**config.mk**
```make
export PLATFORM = sky130hd
export DESIGN_NAME = button_map_edge_accumulator
export DESIGN_NICKNAME = d
export VERILOG_FILES = /design/src/bmea_pkg.sv /design/src/button_map_edge_accumulator.sv /design/src/bmea_port_unit.sv /design/src/bmea_sat_counter.sv
export SDC_FILE = /design/constraint.sdc
export NUM_CORES = 2
export LEC_CHECK = 0
export ABC_CLOCK_PERIOD_IN_PS = 7850
export BUFFER_PORTS_ARGS = -buffer_cell sky130_fd_sc_hd__buf_2
export CORE_ASPECT_RATIO = 1.75
export CORE_MARGIN = 2
export CORE_UTILIZATION = 63
export DETAILED_ROUTE_END_ITERATION = 10
export PLACE_DENSITY_LB_ADDON = 0.3
export SKIP_CTS_REPAIR_TIMING = 1
export SYNTH_ARGS = -nofsm -noshare
export SYNTH_HDL_FRONTEND = slang
export SYNTH_SLANG_ARGS = --single-unit
```
**constraint.sdc**
```tcl
create_clock -name clk -period 7.85 [get_ports clk]
set_input_delay 0.785 -clock clk [delete_from_list [all_inputs] [get_ports clk]]
set_output_delay 0.785 -clock clk [all_outputs]
set_load 0.02 [all_outputs]
```
**src/bmea_pkg.sv**
```systemverilog
package bmea_pkg;

    localparam int MAX_PORTS = 2;
    localparam int ACT_IDX_W = 4;
    localparam int LEVEL_W = 10;
    localparam int HIT_COUNT = 4;
    localparam int COUNT_W = 16;
    localparam int ADD_W = 6;
    localparam int RAW_W = 32;
    localparam int HIGH_SHIFT = 16;

    localparam logic [1:0] FUNC_SAMPLE = 2'd0;
    localparam logic [1:0] FUNC_CONSUME = 2'd1;
    localparam logic [1:0] FUNC_WRITE = 2'd2;

    localparam logic [ACT_IDX_W-1:0] ACT_HIT_SL = 4'd0;
    localparam logic [ACT_IDX_W-1:0] ACT_HIT_CL = 4'd1;
    localparam logic [ACT_IDX_W-1:0] ACT_HIT_CR = 4'd2;
    localparam logic [ACT_IDX_W-1:0] ACT_HIT_SR = 4'd3;
    localparam logic [ACT_IDX_W-1:0] ACT_ENTER = 4'd4;
    localparam logic [ACT_IDX_W-1:0] ACT_SERVICE = 4'd5;
    localparam logic [ACT_IDX_W-1:0] ACT_TEST = 4'd6;
    localparam logic [ACT_IDX_W-1:0] ACT_COIN = 4'd7;
    localparam logic [ACT_IDX_W-1:0] ACT_UP = 4'd8;
    localparam logic [ACT_IDX_W-1:0] ACT_DOWN = 4'd9;

    localparam logic [COUNT_W-1:0] COUNT_MAX = 16'hFFFF;

    localparam logic [RAW_W-1:0] BTN_SELECT = 32'h0000_0001;
    localparam logic [RAW_W-1:0] BTN_L3 = 32'h0000_0002;
    localparam logic [RAW_W-1:0] BTN_R3 = 32'h0000_0004;
    localparam logic [RAW_W-1:0] BTN_START = 32'h0000_0008;
    localparam logic [RAW_W-1:0] BTN_UP = 32'h0000_0010;
    localparam logic [RAW_W-1:0] BTN_RIGHT = 32'h0000_0020;
    localparam logic [RAW_W-1:0] BTN_DPAD_DOWN = 32'h0000_0040;
    localparam logic [RAW_W-1:0] BTN_LEFT = 32'h0000_0080;
    localparam logic [RAW_W-1:0] BTN_L2 = 32'h0000_0001 << HIGH_SHIFT;
    localparam logic [RAW_W-1:0] BTN_R2 = 32'h0000_0002 << HIGH_SHIFT;
    localparam logic [RAW_W-1:0] BTN_L1 = 32'h0000_0004 << HIGH_SHIFT;
    localparam logic [RAW_W-1:0] BTN_R1 = 32'h0000_0008 << HIGH_SHIFT;
    localparam logic [RAW_W-1:0] BTN_TRIANGLE = 32'h0000_0010 << HIGH_SHIFT;
    localparam logic [RAW_W-1:0] BTN_CIRCLE = 32'h0000_0020 << HIGH_SHIFT;
    localparam logic [RAW_W-1:0] BTN_CROSS = 32'h0000_0040 << HIGH_SHIFT;
    localparam logic [RAW_W-1:0] BTN_SQUARE = 32'h0000_0080 << HIGH_SHIFT;

    typedef struct packed {
        logic sample;
        logic write;
        logic consume;
    } bmea_ctl_t;

    function automatic logic [RAW_W-1:0] default_binding(input logic [ACT_IDX_W-1:0] act);
        logic [RAW_W-1:0] m;
        case (act)
            ACT_HIT_SL:  m = BTN_LEFT | BTN_UP | BTN_L1 | BTN_L2;
            ACT_HIT_CL:  m = BTN_RIGHT | BTN_DPAD_DOWN;
            ACT_HIT_CR:  m = BTN_SQUARE | BTN_CROSS;
            ACT_HIT_SR:  m = BTN_TRIANGLE | BTN_CIRCLE | BTN_R1 | BTN_R2;
            ACT_ENTER:   m = BTN_START;
            ACT_SERVICE: m = BTN_R3;
            ACT_TEST:    m = BTN_SELECT;
            ACT_COIN:    m = BTN_L3;
            ACT_UP:      m = BTN_UP;
            ACT_DOWN:    m = BTN_DPAD_DOWN;
            default:     m = '0;
        endcase
        return m;
    endfunction

    // Pairwise adder tree, five levels deep for a 32-bit word.
    function automatic logic [ADD_W-1:0] popcount32(input logic [RAW_W-1:0] v);
        logic [ADD_W-1:0] part [RAW_W];
        for (int i = 0; i < RAW_W; i++)
        begin
            part[i] = ADD_W'(v[i]);
        end
        for (int w = RAW_W >> 1; w > 0; w = w >> 1)
        begin
            for (int i = 0; i < w; i++)
            begin
                part[i] = part[2 * i] + part[2 * i + 1];
            end
        end
        return part[0];
    endfunction

endpackage

```
**src/button_map_edge_accumulator.sv**
```systemverilog
// A consume beat goes through the input register, then into the output register.
// Throughput: one item per cycle; the input stalls only while a consume sits in the
// input register and the output register holds a result that is itself stalled.
// Reset clears all levels, hit flags, previous raw words and counters at once and
// restores the default button bindings; the block accepts items right after reset.
module button_map_edge_accumulator #(
    parameter int PORT_COUNT = 2,
    parameter int ACTION_COUNT = 10
) (
    input  logic                                clk,
    input  logic                                rst_n,
    input  logic                                in_valid,
    output logic                                in_stall,
    input  logic [1:0]                          func,
    input  logic                                port,
    input  logic                                sample_valid,
    input  logic [bmea_pkg::RAW_W-1:0]          raw_buttons,
    input  logic [bmea_pkg::ACT_IDX_W-1:0]      action_index,
    input  logic [bmea_pkg::RAW_W-1:0]          bind_mask,
    output logic                                out_valid,
    input  logic                                out_stall,
    output logic [bmea_pkg::LEVEL_W-1:0]        level_first,
    output logic [bmea_pkg::LEVEL_W-1:0]        level_second,
    output logic [bmea_pkg::HIT_COUNT-1:0]      hits_first,
    output logic [bmea_pkg::HIT_COUNT-1:0]      hits_second,
    output logic [bmea_pkg::COUNT_W-1:0]        coin_count,
    output logic [bmea_pkg::COUNT_W-1:0]        test_count
);
    import bmea_pkg::*;

    logic                  s1_valid_reg;
    logic                  s1_valid_next;
    logic [1:0]            func_reg;
    logic                  port_reg;
    logic                  sample_valid_reg;
    logic [RAW_W-1:0]      raw_reg;
    logic [ACT_IDX_W-1:0]  action_reg;
    logic [RAW_W-1:0]      mask_reg;

    logic                  in_accept;
    logic                  out_free;
    logic                  s1_fire;
    logic                  do_consume;

    logic                  out_valid_reg;
    logic                  out_valid_next;
    logic [LEVEL_W-1:0]    level_first_reg;
    logic [LEVEL_W-1:0]    level_second_reg;
    logic [HIT_COUNT-1:0]  hits_first_reg;
    logic [HIT_COUNT-1:0]  hits_second_reg;
    logic [COUNT_W-1:0]    coin_count_reg;
    logic [COUNT_W-1:0]    test_count_reg;

    logic [LEVEL_W-1:0]    level_arr [MAX_PORTS];
    logic [HIT_COUNT-1:0]  hits_arr [MAX_PORTS];
    logic [ADD_W-1:0]      coin_arr [MAX_PORTS];
    logic [ADD_W-1:0]      test_arr [MAX_PORTS];
    logic [ADD_W-1:0]      coin_add;
    logic [ADD_W-1:0]      test_add;
    logic [COUNT_W-1:0]    coin_now;
    logic [COUNT_W-1:0]    test_now;

    assign out_free = !out_valid_reg || !out_stall;
    assign s1_fire = s1_valid_reg && (func_reg != FUNC_CONSUME || out_free);
    assign in_stall = s1_valid_reg && !s1_fire;
    assign in_accept = in_valid && !in_stall;
    assign do_consume = s1_fire && func_reg == FUNC_CONSUME;

    always_comb
    begin
        s1_valid_next = s1_valid_reg;
        if (in_accept)
        begin
            s1_valid_next = 1'b1;
        end
        else if (s1_fire)
        begin
            s1_valid_next = 1'b0;
        end
    end

    always_ff @(posedge clk or negedge rst_n)
    begin
        if (!rst_n)
        begin
            s1_valid_reg <= 1'b0;
        end
        else
        begin
            s1_valid_reg <= s1_valid_next;
        end
    end

    always_ff @(posedge clk)
    begin
        if (in_accept)
        begin
            func_reg <= func;
            port_reg <= port;
            sample_valid_reg <= sample_valid;
            raw_reg <= raw_buttons;
            action_reg <= action_index;
            mask_reg <= bind_mask;
        end
    end

    for (genvar p = 0; p < MAX_PORTS; p++)
    begin : g_port
        if (p < PORT_COUNT)
        begin : g_live
            bmea_ctl_t              ctl;
            logic [ACTION_COUNT-1:0] level_full;

            assign ctl.sample = s1_fire && func_reg == FUNC_SAMPLE && port_reg == 1'(p);
            assign ctl.write = s1_fire && func_reg == FUNC_WRITE && port_reg == 1'(p);
            assign ctl.consume = do_consume;

            bmea_port_unit #(
                .ACTION_COUNT(ACTION_COUNT)
            ) u_port (
                .clk(clk),
                .rst_n(rst_n),
                .ctl(ctl),
                .sample_valid(sample_valid_reg),
                .raw_buttons(raw_reg),
                .action_index(action_reg),
                .bind_mask(mask_reg),
                .level(level_full),
                .hits(hits_arr[p]),
                .coin_add(coin_arr[p]),
                .test_add(test_arr[p])
            );

            assign level_arr[p] = level_full[LEVEL_W-1:0];
        end
        else
        begin : g_absent
            assign level_arr[p] = '0;
            assign hits_arr[p] = '0;
            assign coin_arr[p] = '0;
            assign test_arr[p] = '0;
        end
    end

    always_comb
    begin
        coin_add = '0;
        test_add = '0;
        for (int p = 0; p < MAX_PORTS; p++)
        begin
            coin_add = coin_add | coin_arr[p];
            test_add = test_add | test_arr[p];
        end
    end

    bmea_sat_counter u_coin (
        .clk(clk),
        .rst_n(rst_n),
        .clear(do_consume),
        .add(coin_add),
        .count(coin_now)
    );

    bmea_sat_counter u_test (
        .clk(clk),
        .rst_n(rst_n),
        .clear(do_consume),
        .add(test_add),
        .count(test_now)
    );

    always_comb
    begin
        out_valid_next = out_valid_reg && out_stall;
        if (do_consume)
        begin
            out_valid_next = 1'b1;
        end
    end

    always_ff @(posedge clk or negedge rst_n)
    begin
        if (!rst_n)
        begin
            out_valid_reg <= 1'b0;
        end
        else
        begin
            out_valid_reg <= out_valid_next;
        end
    end

    always_ff @(posedge clk)
    begin
        if (do_consume)
        begin
            level_first_reg <= level_arr[0];
            level_second_reg <= level_arr[1];
            hits_first_reg <= hits_arr[0];
            hits_second_reg <= hits_arr[1];
            coin_count_reg <= coin_now;
            test_count_reg <= test_now;
        end
    end

    assign out_valid = out_valid_reg;
    assign level_first = level_first_reg;
    assign level_second = level_second_reg;
    assign hits_first = hits_first_reg;
    assign hits_second = hits_second_reg;
    assign coin_count = coin_count_reg;
    assign test_count = test_count_reg;

endmodule

```
**src/bmea_port_unit.sv**
```systemverilog
module bmea_port_unit #(
    parameter int ACTION_COUNT = 10
) (
    input  logic                                clk,
    input  logic                                rst_n,
    input  bmea_pkg::bmea_ctl_t                 ctl,
    input  logic                                sample_valid,
    input  logic [bmea_pkg::RAW_W-1:0]          raw_buttons,
    input  logic [bmea_pkg::ACT_IDX_W-1:0]      action_index,
    input  logic [bmea_pkg::RAW_W-1:0]          bind_mask,
    output logic [ACTION_COUNT-1:0]             level,
    output logic [bmea_pkg::HIT_COUNT-1:0]      hits,
    output logic [bmea_pkg::ADD_W-1:0]          coin_add,
    output logic [bmea_pkg::ADD_W-1:0]          test_add
);
    import bmea_pkg::*;

    logic [RAW_W-1:0]        binding_reg [ACTION_COUNT];
    logic [RAW_W-1:0]        prev_raw_reg;
    logic [RAW_W-1:0]        prev_raw_next;
    logic [ACTION_COUNT-1:0] live_reg;
    logic [ACTION_COUNT-1:0] live_next;
    logic [ACTION_COUNT-1:0] sticky_reg;
    logic [ACTION_COUNT-1:0] sticky_next;
    logic [HIT_COUNT-1:0]    hits_reg;
    logic [HIT_COUNT-1:0]    hits_next;
    logic [RAW_W-1:0]        raw_eff;
    logic [RAW_W-1:0]        rising;
    logic [ACTION_COUNT-1:0] lvl;
    logic [HIT_COUNT-1:0]    hit_rise;

    for (genvar a = 0; a < ACTION_COUNT; a++)
    begin : g_bind
        always_ff @(posedge clk or negedge rst_n)
        begin
            if (!rst_n)
            begin
                binding_reg[a] <= default_binding(ACT_IDX_W'(a));
            end
            else if (ctl.write && action_index == ACT_IDX_W'(a))
            begin
                binding_reg[a] <= bind_mask;
            end
        end
        assign lvl[a] = |(binding_reg[a] & raw_eff);
    end

    for (genvar h = 0; h < HIT_COUNT; h++)
    begin : g_hit
        assign hit_rise[h] = |(rising & binding_reg[h]);
    end

    assign raw_eff = sample_valid ? raw_buttons : prev_raw_reg;
    assign rising = raw_eff & ~prev_raw_reg;

    always_comb
    begin
        prev_raw_next = prev_raw_reg;
        live_next = live_reg;
        sticky_next = sticky_reg;
        hits_next = hits_reg;
        if (ctl.sample)
        begin
            prev_raw_next = raw_eff;
            live_next = lvl;
            sticky_next = sticky_reg | lvl;
            hits_next = hits_reg | hit_rise;
        end
        else if (ctl.consume)
        begin
            sticky_next = '0;
            hits_next = '0;
        end
    end

    always_ff @(posedge clk or negedge rst_n)
    begin
        if (!rst_n)
        begin
            prev_raw_reg <= '0;
            live_reg <= '0;
            sticky_reg <= '0;
            hits_reg <= '0;
        end
        else
        begin
            prev_raw_reg <= prev_raw_next;
            live_reg <= live_next;
            sticky_reg <= sticky_next;
            hits_reg <= hits_next;
        end
    end

    assign level = live_reg | sticky_reg;
    assign hits = hits_reg;
    assign coin_add = ctl.sample ? popcount32(rising & binding_reg[ACT_COIN]) : '0;
    assign test_add = ctl.sample ? popcount32(rising & binding_reg[ACT_TEST]) : '0;

endmodule

```
**src/bmea_sat_counter.sv**
```systemverilog
module bmea_sat_counter (
    input  logic                            clk,
    input  logic                            rst_n,
    input  logic                            clear,
    input  logic [bmea_pkg::ADD_W-1:0]      add,
    output logic [bmea_pkg::COUNT_W-1:0]    count
);
    import bmea_pkg::*;

    logic [COUNT_W-1:0] count_reg;
    logic [COUNT_W-1:0] count_next;
    logic [COUNT_W:0]   sum;

    assign sum = {1'b0, count_reg} + (COUNT_W + 1)'(add);

    always_comb
    begin
        if (clear)
        begin
            count_next = '0;
        end
        else if (sum > (COUNT_W + 1)'(COUNT_MAX))
        begin
            count_next = COUNT_MAX;
        end
        else
        begin
            count_next = sum[COUNT_W-1:0];
        end
    end

    always_ff @(posedge clk or negedge rst_n)
    begin
        if (!rst_n)
        begin
            count_reg <= '0;
        end
        else
        begin
            count_reg <= count_next;
        end
    end

    assign count = count_reg;

endmodule

```
==> results.md <==
- Status: finished, final reports clean
- Total track usage: 0.499
- Hold/Removal Path Class: in -> async
- Max reg flops: 640
- Yosys cell types: 57
- Die Ht: 359 um
- R2R cell count: 26
- Std cell rows: 130
- Area share of the largest cell type after synthesis: 0.414
- Initial antenna violation count: 20
- Slew @ Worst Pin: 1.29 ns
- CP Launch Type: flop
- Total die area: 74300 sq um
- Number of global-route vias before repair: 34900
- CP peak stage delay: 0.77 ns
- R2R Path End: u_coin.count[9]
- Max cap viols: 0
- DR iter-0 viols: 4788
- Setup violators final: 0
- Via density: 7.32
- Critical path's slowest cell: nor2_1
- Worst-path clk slew: 0.07 ns
- Final Non-Filler Cells: 4663
- Port Buf Inserts: 137
- Final WL: 182000 um
- Grt ovf: 0
- Maximum fanout along the worst path: 23
- Max IR drop VDD: 0.265 mV
- Normalized max-slew margin: 0.139
- Wire length per cell: 39.0 um
- Synth Flop Type: dfrtp_1
- Most numerous cell in the Yosys netlist: dfrtp_1
- Worst Path Required: 8.48 ns
- P_leak: 0.0243 uW
- Core Footprint: 71600 sq um
- Synth area leader: dfrtp_1
- Hold Vio Cnt, Final: 0
- DRT Pass-1 Iters: 6
- Largest net degree at the start of global routing: 197
- Mean Syn Cell Area: 12.8 sq um
- Top delay family on crit path: adder cells
- RSZ-0062 raised after global routing: false
- Register bit total from synthesis: 918
- Drc violations: 0
- Cell Area, Synth: 45400 sq um
- IO Count: 138
- Synth Warn #: 0
- First-pass GRT wire length: 256000 um
- Ratio of cells with drive above 1 in the final layout: 0.323
- Starting density of the core: 0.634
- Worst path most repeated cell: fa_1
- Die W: 207 um
- Worst setup EP type: flop
- Critical path type: reg -> reg
- Final Net Count: 3939
- Critical R2R Launch: sample_valid_reg
- Max Buffers Root-to-Sink: 3
- Root Driver: clkbuf_16
- Fmax: 132 MHz
- Setup TNS: 0 ns
- Period utilization: 0.961
- CTS tree: yes
- EDFF count, synth: 132
- Largest cells by area after synthesis: dfrtp_1, mux2_2, edfxtp_1
- GPL Wtd Cong: 1.06
- Max Clock Skew: 0.0599 ns
- Post-synth net total: 3829
- P&R area growth vs syn: 11.0%
- DP Cell Count: 4483
- Post-synthesis sequential area ratio: 0.522
- Buf/Inv on CP: 6
- CTS H-Tree Depth: 3
- Post-Syn Instances: 3537
- CP arrival: 8.18 ns
- Synth top cells by count: dfrtp_1, mux2_2, a22oi_1, inv_1, nand2_1
- Post-synth ARST share: 0.856
- Detail Route Antenna Nets: 0
- Worst-Skew Late Latency: 0.75 ns
- Time the worst path needs with I/O delays and setup: 7.55 ns
- Max-slew violations: 0
- Placed wire-length estimate: 118000 um
- Inserted Clock Buffers: 84
- Vias: 34100
- Pwr dens: 253 nW/um^2
- Clk sink count: 918
- R2R setup slack: 0.30 ns
[worst max-delay path by stage]
stage          depth (start not counted)              from  slack [ns]                to
6_report                              26  sample_valid_reg        0.30   u_coin.count[9]
5_1_grt                               27  sample_valid_reg        0.08   u_coin.count[9]
4_1_cts                               26  sample_valid_reg        0.20  u_coin.count[13]
3_5_place_dp                          25  sample_valid_reg        0.28  u_coin.count[13]
3_3_place_gp                          26  sample_valid_reg        0.52  u_test.count[14]
2_1_floorplan                         28  sample_valid_reg        0.95  u_test.count[14]
[cells in the final DEF, fill, tap and decap left out, types with 66 or more instances in the layout]
cell type  count
dfrtp_1      750
mux2_2       696
a22oi_1      294
inv_1        213
nand2_1      197
buf_2        136
edfxtp_1     132
and2_1       130
ha_1         110
fa_1         106
buf_4         97
clkbuf_16     85
a22o_1        83
nand4_1       78
a221oi_1      66
[metrics by stage]
stage / power [uW] / setup slack [ns] / instance area [sq um] / hold WS [ns] / util
6_report: 12800 / 0.303 / 50300 / 0.0489 / 0.703
5_1_grt: 13000 / 0.0822 / 50300 / 0.101 / 0.703
4_1_cts: 12600 / 0.202 / 50200 / 0.0852 / 0.702
3_5_place_dp: 8050 / 0.278 / 47100 / 0.433 / 0.658
3_3_place_gp: 7970 / 0.517 / 47100 / 0.433 / 0.658
2_1_floorplan: 6900 / 0.951 / 45400 / 0.425 / -
[power by group]
part / switching [uW] / internal, uW / total [uW]
Clock: 2020 / 2590 / 4610
Combinational: 1560 / 774 / 2340
Sequential: 434 / 5370 / 5810
Total: 4020 / 8740 / 12800
[kinds of logic after synthesis]
group,synth area share
DFF,0.522
muxes,0.182
AOI/OAI and AO/OA,0.103
and+or+nand+nor,0.0707
buffers and inverters,0.0388
adders and majority gates,0.0771
xor gates and xnor gates,0.00618
[area by class of cell]
class	count	area (sq um)
repair buffers	240	1550
multi-input cells	2189	20000
clock inverters	54	818
diodes	20	50.0
inverters	214	805
fillers	4908	21200
well taps	924	1160
clock buffers	104	2290
flip-flops and latches	918	23700
[layer usage]
layer / wire, um / vias to the layer above / GRT usage / part of all wire
li1: - / 13100 / - / -
met1: 59000 / 17100 / 0.576 / 0.32
met2: 82000 / 2833 / 0.740 / 0.45
met3: 20100 / 1085 / 0.147 / 0.11
met4: 20500 / 18 / 0.456 / 0.11
met5: 131 / - / 0 / 0.00072
Power figures use the tool's default switching activity.
